===== config.mk =====
export PLATFORM = sky130hd
export DESIGN_NAME = crarmt_ctrl
export DESIGN_NICKNAME = d
export VERILOG_FILES = /design/src/hw/rtl/crarmt_pkg.sv /design/src/hw/rtl/crarmt_ctrl.sv
export SDC_FILE = /design/constraint.sdc
export NUM_CORES = 1
export LEC_CHECK = 0
export BUFFER_PORTS_ARGS = -buffer_cell sky130_fd_sc_hd__buf_4
export CAP_MARGIN = 15
export CELL_PAD_IN_SITES_DETAIL_PLACEMENT = 1
export CELL_PAD_IN_SITES_GLOBAL_PLACEMENT = 1
export CORE_UTILIZATION = 30
export DETAILED_ROUTE_END_ITERATION = 6
export PLACE_DENSITY = 0.68
export SETUP_SLACK_MARGIN = 0.05
export SLEW_MARGIN = 20
export SYNTH_ARGS = -nofsm -noshare
export SYNTH_HDL_FRONTEND = slang
export SYNTH_SLANG_ARGS = --single-unit

===== constraint.sdc =====
create_clock -name aclk -period 2.3 [get_ports aclk]
set_input_delay 0 -clock aclk [delete_from_list [all_inputs] [get_ports aclk]]
set_output_delay 0 -clock aclk [all_outputs]
set_load 0.05 [all_outputs]

===== src/hw/rtl/crarmt_pkg.sv =====
// ----------------------------------------------------------------------------
// crarmt_pkg
// Shared types and constants for the circular range-add / range-min tree.
// ----------------------------------------------------------------------------
package crarmt_pkg;

    localparam int MAX_LENGTH  = 1024;
    localparam int VALUE_WIDTH = 48;
    localparam int LEN_W       = 11;
    localparam int IDX_W       = 10;
    localparam int ACT_W       = 2;
    localparam int APB_AW      = 3;
    localparam int APB_DW      = 32;
    localparam logic [LEN_W-1:0] LEN_RESET = 11'd1024;

    typedef enum logic [ACT_W-1:0] {
        ACT_LOAD   = 2'd0,
        ACT_ADD    = 2'd1,
        ACT_QUERY  = 2'd2,
        ACT_UNUSED = 2'd3
    } act_t;

    typedef enum logic [1:0] {
        PH_ENTER,
        PH_RIGHT,
        PH_POST
    } phase_t;

    typedef enum logic [1:0] {
        OP_BUILD,
        OP_ADD,
        OP_QUERY
    } op_t;

    typedef enum logic [3:0] {
        ST_CLEAR,
        ST_IDLE,
        ST_BUILD,
        ST_PASS0,
        ST_PASS1,
        ST_VISIT,
        ST_NODE,
        ST_PD_WR0,
        ST_PD_WR1,
        ST_LEAF_RD,
        ST_LEAF_WR,
        ST_POST_RD1,
        ST_POST_WR,
        ST_DONE
    } state_t;

    typedef enum logic [4:0] {
        CMD_NOP,
        CMD_CLEAR,
        CMD_ACCEPT,
        CMD_BUILD,
        CMD_PASS0,
        CMD_PASS1,
        CMD_RD_NODE,
        CMD_RD_STG,
        CMD_WR_LEAF,
        CMD_COVER_ADD,
        CMD_COVER_QRY,
        CMD_POP,
        CMD_SAVE_PEND,
        CMD_WR_C0,
        CMD_WR_C1,
        CMD_DESC0,
        CMD_DESC1,
        CMD_RD_C0,
        CMD_RD_C1,
        CMD_WR_POST,
        CMD_OUT
    } cmd_t;

    typedef struct packed {
        logic   clear_done;
        logic   empty;
        phase_t phase;
        logic   leaf;
        logic   covered;
        logic   disjoint;
        logic   pend_nz;
        logic   wrap;
        logic   out_busy;
    } status_t;

endpackage


===== src/hw/rtl/crarmt_ctrl.sv =====
// ----------------------------------------------------------------------------
// crarmt_ctrl
// Sequencer for tree build, range add and range min traversals.
// ----------------------------------------------------------------------------
module crarmt_ctrl (
    input  logic                       aclk,
    input  logic                       aresetn,
    input  logic                       s_valid,
    input  logic [crarmt_pkg::ACT_W-1:0] s_action,
    input  logic                       s_last_load,
    output logic                       s_ready,
    input  crarmt_pkg::status_t        status,
    output crarmt_pkg::cmd_t           cmd
);

    crarmt_pkg::state_t state_reg, state_next;
    crarmt_pkg::op_t    op_reg, op_next;
    logic               pass1_reg, pass1_next;

    always_ff @(posedge aclk) begin
        if (!aresetn) begin
            state_reg <= crarmt_pkg::ST_CLEAR;
            op_reg    <= crarmt_pkg::OP_BUILD;
            pass1_reg <= 1'b0;
        end else begin
            state_reg <= state_next;
            op_reg    <= op_next;
            pass1_reg <= pass1_next;
        end
    end

    always_comb begin
        state_next = state_reg;
        op_next    = op_reg;
        pass1_next = pass1_reg;
        cmd        = crarmt_pkg::CMD_NOP;
        s_ready    = 1'b0;
        case (state_reg)
            crarmt_pkg::ST_CLEAR: begin
                cmd = crarmt_pkg::CMD_CLEAR;
                if (status.clear_done) begin
                    state_next = crarmt_pkg::ST_IDLE;
                end
            end
            crarmt_pkg::ST_IDLE: begin
                s_ready = 1'b1;
                if (s_valid) begin
                    cmd = crarmt_pkg::CMD_ACCEPT;
                    case (s_action)
                        crarmt_pkg::ACT_LOAD: begin
                            if (s_last_load) begin
                                state_next = crarmt_pkg::ST_BUILD;
                            end
                        end
                        crarmt_pkg::ACT_ADD: begin
                            op_next    = crarmt_pkg::OP_ADD;
                            state_next = crarmt_pkg::ST_PASS0;
                        end
                        crarmt_pkg::ACT_QUERY: begin
                            op_next    = crarmt_pkg::OP_QUERY;
                            state_next = crarmt_pkg::ST_PASS0;
                        end
                        default: state_next = crarmt_pkg::ST_IDLE;
                    endcase
                end
            end
            crarmt_pkg::ST_BUILD: begin
                cmd        = crarmt_pkg::CMD_BUILD;
                op_next    = crarmt_pkg::OP_BUILD;
                state_next = crarmt_pkg::ST_VISIT;
            end
            crarmt_pkg::ST_PASS0: begin
                cmd        = crarmt_pkg::CMD_PASS0;
                pass1_next = 1'b0;
                state_next = crarmt_pkg::ST_VISIT;
            end
            crarmt_pkg::ST_PASS1: begin
                cmd        = crarmt_pkg::CMD_PASS1;
                pass1_next = 1'b1;
                state_next = crarmt_pkg::ST_VISIT;
            end
            crarmt_pkg::ST_VISIT: begin
                if (status.empty) begin
                    if (op_reg == crarmt_pkg::OP_BUILD) begin
                        state_next = crarmt_pkg::ST_IDLE;
                    end else if (!pass1_reg && status.wrap) begin
                        state_next = crarmt_pkg::ST_PASS1;
                    end else if (op_reg == crarmt_pkg::OP_QUERY) begin
                        state_next = crarmt_pkg::ST_DONE;
                    end else begin
                        state_next = crarmt_pkg::ST_IDLE;
                    end
                end else begin
                    case (status.phase)
                        crarmt_pkg::PH_ENTER: begin
                            if (op_reg == crarmt_pkg::OP_BUILD) begin
                                if (status.leaf) begin
                                    state_next = crarmt_pkg::ST_LEAF_RD;
                                end else begin
                                    cmd = crarmt_pkg::CMD_DESC0;
                                end
                            end else if (status.disjoint) begin
                                cmd = crarmt_pkg::CMD_POP;
                            end else begin
                                cmd        = crarmt_pkg::CMD_RD_NODE;
                                state_next = crarmt_pkg::ST_NODE;
                            end
                        end
                        crarmt_pkg::PH_RIGHT: cmd = crarmt_pkg::CMD_DESC1;
                        crarmt_pkg::PH_POST: begin
                            if (op_reg == crarmt_pkg::OP_QUERY) begin
                                cmd = crarmt_pkg::CMD_POP;
                            end else begin
                                cmd        = crarmt_pkg::CMD_RD_C0;
                                state_next = crarmt_pkg::ST_POST_RD1;
                            end
                        end
                        default: cmd = crarmt_pkg::CMD_POP;
                    endcase
                end
            end
            crarmt_pkg::ST_NODE: begin
                state_next = crarmt_pkg::ST_VISIT;
                if (status.covered) begin
                    cmd = (op_reg == crarmt_pkg::OP_QUERY) ? crarmt_pkg::CMD_COVER_QRY
                                                           : crarmt_pkg::CMD_COVER_ADD;
                end else if (status.pend_nz) begin
                    cmd        = crarmt_pkg::CMD_SAVE_PEND;
                    state_next = crarmt_pkg::ST_PD_WR0;
                end else begin
                    cmd = crarmt_pkg::CMD_DESC0;
                end
            end
            crarmt_pkg::ST_PD_WR0: begin
                cmd        = crarmt_pkg::CMD_WR_C0;
                state_next = crarmt_pkg::ST_PD_WR1;
            end
            crarmt_pkg::ST_PD_WR1: begin
                cmd        = crarmt_pkg::CMD_WR_C1;
                state_next = crarmt_pkg::ST_VISIT;
            end
            crarmt_pkg::ST_LEAF_RD: begin
                cmd        = crarmt_pkg::CMD_RD_STG;
                state_next = crarmt_pkg::ST_LEAF_WR;
            end
            crarmt_pkg::ST_LEAF_WR: begin
                cmd        = crarmt_pkg::CMD_WR_LEAF;
                state_next = crarmt_pkg::ST_VISIT;
            end
            crarmt_pkg::ST_POST_RD1: begin
                cmd        = crarmt_pkg::CMD_RD_C1;
                state_next = crarmt_pkg::ST_POST_WR;
            end
            crarmt_pkg::ST_POST_WR: begin
                cmd        = crarmt_pkg::CMD_WR_POST;
                state_next = crarmt_pkg::ST_VISIT;
            end
            crarmt_pkg::ST_DONE: begin
                if (!status.out_busy) begin
                    cmd        = crarmt_pkg::CMD_OUT;
                    state_next = crarmt_pkg::ST_IDLE;
                end
            end
            default: state_next = crarmt_pkg::ST_IDLE;
        endcase
    end

endmodule


# After elaboration in Yosys (flattened, before gate mapping)

Index checks and enable logic that the tools add are counted.

Register bits: 7
Word-level logic and storage cells: 76

Eq/ne operators: 27
Mux-type cells: 34
Reduce and logical (&&, ||, !) cells: 12

Operators by type and width:

| cell                 | count |
|---|---|
| $pmux W5 S14         | 1 |
| $mux W4              | 14 |
| $pmux W4 S9          | 1 |
| $eq A4 B4 Y1 const B | 6 |
| $mux W5              | 4 |
| $eq A4 B3 Y1 const B | 4 |
| $pmux W4 S2          | 2 |
| $pmux W5 S3          | 1 |
| $mux W2              | 6 |
| $ne A5 B5 Y1 const B | 2 |
| $eq A4 B2 Y1 const B | 2 |
| $pmux W2 S2          | 2 |
| $reduce_and A8 Y1    | 1 |
| $eq A2 B2 Y1 const B | 3 |
| $logic_not A2 Y1     | 3 |
| $ne A2 B2 Y1 const B | 3 |
| $ne A3 B3 Y1 const B | 2 |
| $reduce_or A6 Y1     | 1 |
| $eq A2 B1 Y1 const B | 2 |
| $eq A4 B1 Y1 const B | 1 |
| $logic_not A4 Y1     | 1 |
| $ne A4 B3 Y1 const B | 1 |
| $ne A4 B4 Y1 const B | 1 |
| $reduce_bool A2 Y1   | 2 |
| other kinds (7)      | 7 |

# Depth between registers and ports, before layout

Gate-level depths: netlist of run 1.

Depth after elaboration: 6
Gate-level depth with buffers: 7
Depth with buffers taken out: 5

# Worst setup path before layout of run 1

OpenSTA, ideal clock, no wires.

Path type: register to output
Start: register state_reg[0]
End: output port cmd[3]
Data arrival time: 2.205 ns
Path slack: 0.095 ns
Stages on the path, launching flop included: 6
Path buffers: 2
Cells stage by stage: dfxtp_1 > clkbuf_1 > buf_2 > nand2_1 > or3_1 > o21ai_0

Cells in the longest elaborated chain, start to end: 2
Elaborated cells on any way between the ends: 15

RTL lines:

| what                                 | RTL line          | source |
|---|---|---|
| start, declared                      | crarmt_ctrl.sv:16 | `crarmt_pkg::state_t state_reg, state_next;` |
| start signal, assigned               | crarmt_ctrl.sv:22 | `state_reg <= crarmt_pkg::ST_CLEAR;` |
| start signal, assigned               | crarmt_ctrl.sv:26 | `state_reg <= state_next;` |
| $eq A4 B4 Y1 (tied with other cells) | crarmt_ctrl.sv:38 | `case (state_reg)` |
| $pmux W5 S14 (*)                     | crarmt_ctrl.sv:38 |  |
| end, declared                        | crarmt_ctrl.sv:13 | `output crarmt_pkg::cmd_t cmd` |

Every way passes the cells marked *; elsewhere a longest branch is shown, timed or not.

# Worst setup path in the final report of run 1

Start: register state_reg[1]
End: output port cmd[1]

The elaborated chain is that of the path after synthesis.

==> flow_summary.yaml, run 1 <==
yosys:
  synth_top_family_by_area: "simple AND/OR/NAND/NOR gates"
  synth_compound_area_share_pct: 31.9
  synth-simple-area-share_pct: 38.9
  synth_area_leaders: "dfxtp_1, o21ai_0, nand2_1"
  netlist.area_leader.share_pct: 15.6
  synth_edf_count: 0
  async_flop_share_pct: 0
  synth.avg_cell_area_um2: 6.51
  synthAdderAreaFrac_pct: 0
  seq_area_frac_synth_pct: 15.6
  synth_seq_cells: 7
  syn-instance-count: 138
  synth_top_area_cell: "dfxtp_1"
  syn_area_um2: 898
  ys.flop_type: "dfxtp_1"
  synthTopCellsByCount: "o21ai_0, nand2_1, nor2_1"
  synth_mux_area_share_pct: 5.71
  synth_xor_area_share_pct: 0.975
  synth.most_common_cell: "o21ai_0"
  ys_types: 43
  synth_nets: 154
  yosysWarnings: 0
grt:
  grt_max_degree: 16
  grt_pass1_wl_mm: 5.22
  antenna_found_initial: 0
  gr-usage-all-layers_pct: 20.5
  grt_overflow: 0
  grt_pass1_vias: 1146
pwr:
  clkPwrFrac_pct: 16.4
  power_switching_share_pct: 48.5
  cellLeakagePower_uw: 0.000486
  switchingPower_uw: 341
  pwr-share-seq_pct: 24.7
  irDropWorstVdd_mv: 0.155
  combinationalPowerShare_pct: 58.9
  p_int_uw: 362
  power_density_nw_per_um2: 629
clock_network:
  cts.sink_count: 7
  numCtsBuffers: 3
  clock_path_buffers: 2
  cts_htree_levels: 1
  ctsResizeCount: 0
  post_cts_buffers: 0
  clk_pin_slew_ns: 0.05
  cts_tree: "built"
  ctsHoldBuffers: 1
  cts_root_buffer: "clkbuf_4"
  insertion_delay_ns: 0.26
timing:
  setup_viol: 0
  slew_viol_final: 0
  setup_slack_ns: 0.308
  worst_slew_pin_slew_ns: 0.442
  setup_tns_ns: 0
  worst_clock_skew_ns: 0.000926
  rsz0062_at_grt: "false"
  finalCriticalPeriod_ns: 1.99
  final-hold-violation-count: 0
  max_freq_ghz: 0.502
  slew_headroom_pct: 70.5
  fin_crit_sh_pct: 86.6
route:
  wl_per_cell_um: 15.7
  drt-pass1-iter-count: 6
  viasPerCell: 5.75
  vias: 1098
  remaining_drc_errors: 5
  route.antenna.remaining_nets: 0
  finalWirelength_mm: 2.99
  drtIter0Drc: 41
run:
  max-cap-violations: 0
place:
  routabilityCongestion: 0.909
  pre_cts_ws_ns: 0.515
  portBuffers: 21
  dpl.hpwl_mm: 2.45
die:
  io_pins: 22
  core_um2: 2810
  dieWidth_um: 56.7
  initial_core_util_pct: 32.0
  die_y_um: 56.7
  dieArea_um2: 3220
  rows: 19
cells_and_area:
  final_util_pct: 39.8
  largest_reg_flops: 4
  drive_gt1_share_pct: 21.3
  nFillCells: 379
  finalNetCount: 177
  area_growth_pct: 24.4
  diodes: 0
outcome:
  status: "complete, but fails checks"
  violations: "DRC"
critical_path:
  crit_path_end_kind: "output pin"
  worst_path_dominant_cell_family: "simple AND/OR/NAND/NOR gates"
  critPathArrivalTime_ns: 1.99
  worstPathRequired_ns: 2.30
  worstPathCellList: "and2b_1 -> nand3_1 -> nor2_1 -> o21ai_0 -> nand4_1 -> buf_4"
  critPathBufInv: 1
  slowest_delay_ns: 0.42
  critPathSlowestCell: "dfxtp_1"
  crit_type: "flop to output pin"
  worst-path-max-fanout: 12
  cp-start-kind: "flop"
hold_path:
  hold_path.class: "input pin to flop"
[worst reg2reg max path, stage by stage (launching register included)]
cell and delay, ns:
dfxtp_1 0.55, inv_1 0.25, and4_1 0.24, o21ai_0 0.32, mux2i_1 0.25, nor2b_1 0.07
[stage by stage]
stage	hold slack [ns]	cell area [um2]	total power, uW	instances
2_1_floorplan	0.122	898	452	138
3_3_place_gp	0.262	1080	579	186
3_5_place_dp	0.267	1080	587	186
4_1_cts	0.0492	1120	707	191
5_1_grt	0.0966	1120	757	191
6_report	0.0565	1120	703	191
[power groups by stage]
| stage | sequential [uW] | clock, uW | combinational, uW |
|---|---|---|---|
| 2_1_floorplan | 151 | 0 | 300 |
| 3_3_place_gp | 175 | 0 | 404 |
| 3_5_place_dp | 176 | 0 | 412 |
| 4_1_cts | 173 | 119 | 416 |
| 5_1_grt | 178 | 123 | 456 |
| 6_report | 174 | 115 | 414 |
[cells by family after synthesis]
family / count (synthesis)
multiplexers: 5
buffers and inverters: 14
AO/OA/AOI/OAI: 45
XOR/XNOR: 1
AND/OR/NAND/NOR: 66
flip-flops: 7
[worst paths after layout]
check,start,endpoint,slack (ns),cells after the start
min,status[9],state_reg[0],0.06,3
min reg2reg,op_reg[0],op_reg[0],0.66,2
max,state_reg[1],cmd[1],0.31,6
max reg2reg,state_reg[1],op_reg[1],0.51,5
[layer usage]
layer	global-route usage, %	vias to the layer above	routed length (um)
met5	0	-	0
met4	7.14	0	32
met3	1.38	3	111
li1	-	548	-
met1	27.6	523	1380
met2	34.4	24	1470
[cell type report]
cell class                      instances  area (um2)  area share (%)
Clock buffer                            4        26.3            2.35
Tap cell                               31        38.8            3.47
Multi-Input combinational cell        117         696            62.3
Timing Repair Buffer                   25         190            17.0
Sequential cell                         7         140            12.5
Inverter                                7        26.3            2.35
[placed cells by master (no fill, tap or decap), types with 3 or more instances in the layout]
cell / n
buf_4: 24
mux2i_1: 4
a31oi_1: 4
o21ai_0: 20
dfxtp_1: 7
nor3b_1: 3
nor2b_1: 5
and3_1: 3
a21oi_1: 8
clkbuf_4: 3
nand2_1: 15
nor2_1: 13
inv_1: 7
nor3_1: 6
nand3_1: 4
Note: power is estimated with default switching activity, not from simulation.
==> run 2: changes to the inputs <==
GPL_TIMING_DRIVEN = 0   (was unset)
PLACE_DENSITY = 0.71   (was 0.68)
clock period = 1.68 ns   (was 2.3 ns; I/O delays follow)
==> run 2 against run 1 <==
- clock skew increased by 0.0033 ns
- critical endpoint is now cmd[3]
- die area unchanged
- count of clock-buffer cells in the layout unchanged
- routed wire length increased by 11%
- the flow now finishes without violations
- worst setup slack got worse by 0.22 ns
==> flow_summary.yaml, run 2 (synthesis results as in run 1) <==
outcome:
  status: "finished, final reports clean"
timing:
  setup_viol: 0
  rsz0062_at_grt: "true"
  final-hold-violation-count: 0
  finalCriticalPeriod_ns: 1.59
  worst_slew_pin_slew_ns: 0.374
  slew_headroom_pct: 74.8
  max_freq_ghz: 0.627
  setup_slack_ns: 0.0859
  fin_crit_sh_pct: 94.9
  worst_clock_skew_ns: 0.00419
  slew_viol_final: 0
critical_path:
  worst_path_dominant_cell_family: "simple AND/OR/NAND/NOR gates"
  critPathArrivalTime_ns: 1.59
  critical_path_cell_count: 5
  reg2reg_depth: 5
  slowest_delay_ns: 0.40
  critPathSlowestCell: "dfxtp_4"
  worstPathCellList: "buf_6 -> nand2_1 -> or3_1 -> o21ai_1 -> buf_6"
  worst-path-max-fanout: 10
  cpMostUsedCell: "buf_6"
  crit_type: "flop to output pin"
  cp-start-kind: "flop"
  crit_path_end_kind: "output pin"
  worstPathRequired_ns: 1.68
  critPathBufInv: 2
pwr:
  irDropWorstVdd_mv: 0.268
  cellLeakagePower_uw: 0.000554
  switchingPower_uw: 515
  totalPowerFinal_uw: 1100
  p_int_uw: 581
  pwr-share-seq_pct: 21.7
  clkPwrFrac_pct: 14.7
  combinationalPowerShare_pct: 63.6
  power_density_nw_per_um2: 852
  power_switching_share_pct: 47.0
cells_and_area:
  final_area_um2: 1290
  layout_common_cells: "buf_4, nand2_1, o21ai_0"
  drive_gt1_share_pct: 34.3
  final_common_cell: "buf_4"
  finalNetCount: 186
  largest_reg_flops: 4
  diodes: 0
  area_growth_pct: 43.2
clock_network:
  cts_root_buffer: "clkbuf_4"
  cts_htree_levels: 1
  clock_path_buffers: 2
  clk_pin_slew_ns: 0.06
  cts_tree: "built"
  numCtsBuffers: 3
  insertion_delay_ns: 0.26
  cts.sink_count: 7
die:
  core_um2: 2810
  rows: 19
  die_y_um: 56.7
  io_pins: 22
  dieWidth_um: 56.7
  initial_core_util_pct: 32.0
  dieArea_um2: 3220
place:
  routabilityCongestion: 0.817
  portBuffers: 20
  place_area_um2: 1090
  pre_cts_ws_ns: -0.265
  dpl.hpwl_mm: 2.39
hold_path:
  hold_path.class: "input pin to flop"
  holdPathStages: 3
route:
  finalWirelength_mm: 3.32
  viasPerCell: 5.73
  drtIter0Drc: 21
  wl_per_cell_um: 16.6
  drt-pass1-iter-count: 4
  route.antenna.remaining_nets: 0
  vias: 1145
  remaining_drc_errors: 0
grt:
  gr-usage-all-layers_pct: 20.1
  grt_pass1_wl_mm: 5.15
  grt_max_degree: 11
  grt_pass1_vias: 1094
  grt_overflow: 0
  antenna_found_initial: 0
run:
  max-cap-violations: 0
## run 2: layout make-up
class                   instances  area (um2)
inverters                       7        26.3
flip-flops and latches          7         155
repair buffers                 29         239
well taps                      31        38.8
fillers                       369        1520
clock buffers                   4        26.3
plain buffers                   5        47.5
multi-input cells             117         753
## run 2: worst register-to-register path, stage by stage (launching register included)
cell and delay, ns:
dfxtp_4 0.38, and3b_2 0.23, a2111oi_2 0.33, o311ai_2 0.15, nor3_1 0.20, and3b_1 0.19
## run 2: layer usage
layer | wire [um] | global-route usage [%] | vias to the layer above
met2 | 1650 | 33.8 | 25
met3 | 141 | 3.69 | 0
met1 | 1530 | 27.6 | 550
met4 | 0 | 1.07 | 0
li1 | - | - | 570
met5 | 0 | 0 | -
## run 2: stage by stage
stage,instances,hold WS [ns],setup TNS (ns),util (%)
floorplan,138,0.122,-0.165,-
CTS,194,0.00260,0,42.6
global route,200,0.122,-0.000384,45.9
global placement,189,0.259,-0.575,38.9
detailed placement,189,0.267,-1.02,38.9
finish,200,0.0754,0,45.9
## run 2: what timing repair did
action | in CTS | in global routing
hold buffers | 0 | 1
pin swaps | 1 | 1
gates resized for setup | 21 | 17
buffers inserted | 3 | 5
setup endpoints to repair | 10 | 8
hold endpoints to repair | 0 | 1
## run 2: power groups by stage
stage | registers [uW] | logic (uW) | clock network [uW]
after global placement | 212 | 575 | 0
after CTS | 240 | 610 | 165
after floorplan | 207 | 416 | 0
after detailed placement | 213 | 589 | 0
final | 238 | 697 | 161
after global routing | 245 | 757 | 181
## run 2: final timing paths
check        slack (ns)         start            to
max                0.09  state_reg[0]        cmd[3]
min                0.08     status[9]  state_reg[0]
max reg2reg        0.09     op_reg[0]  state_reg[2]
min reg2reg        0.60     pass1_reg     pass1_reg
==> run 3: changes to the inputs <==
PLACE_DENSITY = unset   (was 0.71)
PLACE_DENSITY_LB_ADDON = 0.1   (was unset)
==> run 3 against run 2 <==
- the run now ends with DRC left
- final cell count shrank 2.0%
- clock skew shrank 0.0013 ns
- worst hold slack lost 0.057 ns
- largest power group unchanged
- combinational power shrank 3.0%
- critical path depth grew 1
- clock power shrank 4%
- worst setup slack gained 0.019 ns
==> flow_summary.yaml, run 3 (synthesis results as in run 1) <==
outcome:
  status: "complete, but fails checks"
  violations: "DRC"
cells_and_area:
  area_growth_pct: 42.2
  finalNetCount: 182
  final_common_cell: "buf_4"
  final_cells: 196
  diodes: 0
  layout_common_cells: "buf_4, nand2_1, o21ai_0"
  drive_gt1_share_pct: 35.2
  largest_reg_flops: 4
  nFillCells: 366
route:
  viasPerCell: 5.79
  drtIter0Drc: 39
  finalWirelength_mm: 3.25
  wl_per_cell_um: 16.6
  route.antenna.remaining_nets: 0
  remaining_drc_errors: 6
  drt-pass1-iter-count: 6
  vias: 1134
grt:
  grt_pass1_wl_mm: 5.09
  grt_overflow: 0
  grt_max_degree: 11
  grt_pass1_vias: 1050
  antenna_found_initial: 0
  gr-usage-all-layers_pct: 20.0
clock_network:
  cts_root_buffer: "clkbuf_4"
  numCtsBuffers: 3
  clk_pin_slew_ns: 0.05
  cts.sink_count: 7
  insertion_delay_ns: 0.25
  cts_htree_levels: 1
  clock_path_buffers: 2
  ctsHoldBuffers: 0
  cts_tree: "built"
pwr:
  cellLeakagePower_uw: 0.000535
  irDropWorstVdd_mv: 0.430
  power_density_nw_per_um2: 837
place:
  dpl.hpwl_mm: 2.42
  portBuffers: 20
  routabilityCongestion: 0.810
  pre_cts_ws_ns: -0.237
  placedCellCount: 189
die:
  dieWidth_um: 56.7
  die_y_um: 56.7
  dieArea_um2: 3220
  initial_core_util_pct: 32.0
  io_pins: 22
  rows: 19
  core_um2: 2810
timing:
  fin_crit_sh_pct: 93.8
  setup_viol: 0
  slew_viol_final: 0
  final-hold-violation-count: 0
  rsz0062_at_grt: "true"
  worst_slew_pin_slew_ns: 0.359
  setup_slack_ns: 0.105
  worst_clock_skew_ns: 0.00292
  max_freq_ghz: 0.635
  slew_headroom_pct: 75.9
  finalCriticalPeriod_ns: 1.58
critical_path:
  reg2reg_depth: 6
  worst-path-max-fanout: 7
  crit_path_end_kind: "output pin"
  critPathArrivalTime_ns: 1.58
  crit_type: "flop to output pin"
  cp-start-kind: "flop"
  worstPathRequired_ns: 1.68
hold_path:
  hold_path.class: "input pin to flop"
  holdPathStages: 2
run:
  max-cap-violations: 0
run 3: layer usage:
metal | wire length, um | GRT usage, % | vias to the layer above | share of wire [%]
li1 | - | - | 563 | -
met1 | 1580 | 28.1 | 550 | 49
met2 | 1560 | 33.3 | 21 | 48
met3 | 112 | 2.76 | 0 | 3.4
met4 | 0 | 2.14 | 0 | 0
met5 | 0 | 0 | - | 0
run 3: worst max-delay path, cell delays in order (launching register included):
cell     delay [ns]
dfxtp_4        0.40
nor2b_4        0.27
mux2_2         0.21
a21oi_2        0.06
o21ai_1        0.12
nand3_1        0.10
buf_6          0.17
run 3: through the flow:
stage	TNS, ns	power (uW)	instance area, um2	hold WS (ns)	util, %
after floorplan	-0.165	624	903	0.122	-
after global placement	-0.498	790	1090	0.266	38.9
after detailed placement	-0.855	804	1090	0.273	38.9
after CTS	0	991	1180	0.0187	42.1
after global routing	0	1140	1280	0.0281	45.5
final	0	1070	1280	0.0181	45.5
run 3: final timing paths:
kind | from | end | slack, ns
setup / recovery | op_reg[1] | cmd[0] | 0.10
hold reg to reg | pass1_reg | pass1_reg | 0.63
hold / removal | aresetn | pass1_reg | 0.02
setup reg to reg | state_reg[2] | state_reg[2] | 0.17
run 3: final cells by class:
cell class | instances | area [um2] | area share (%)
Buffer | 5 | 43.8 | 3.43
Clock buffer | 4 | 26.3 | 2.06
Inverter | 7 | 26.3 | 2.06
Multi-Input combinational cell | 117 | 783 | 61.3
Sequential cell | 7 | 153 | 11.9
Tap cell | 31 | 38.8 | 3.04
Timing Repair Buffer | 25 | 206 | 16.2
run 3: report_power, final:
group          total, uW  switching, uW  internal (uW)
logic                676            397            278
clock network        154           63.2           90.7
registers            240           45.4            195
total               1070            506            564
run 3: timing repair:
item / CTS / global route
pin swaps: 0 / 6
gates resized for setup: 19 / 21
endpoints found under the setup margin: 12 / 8
buffers inserted: 1 / 4
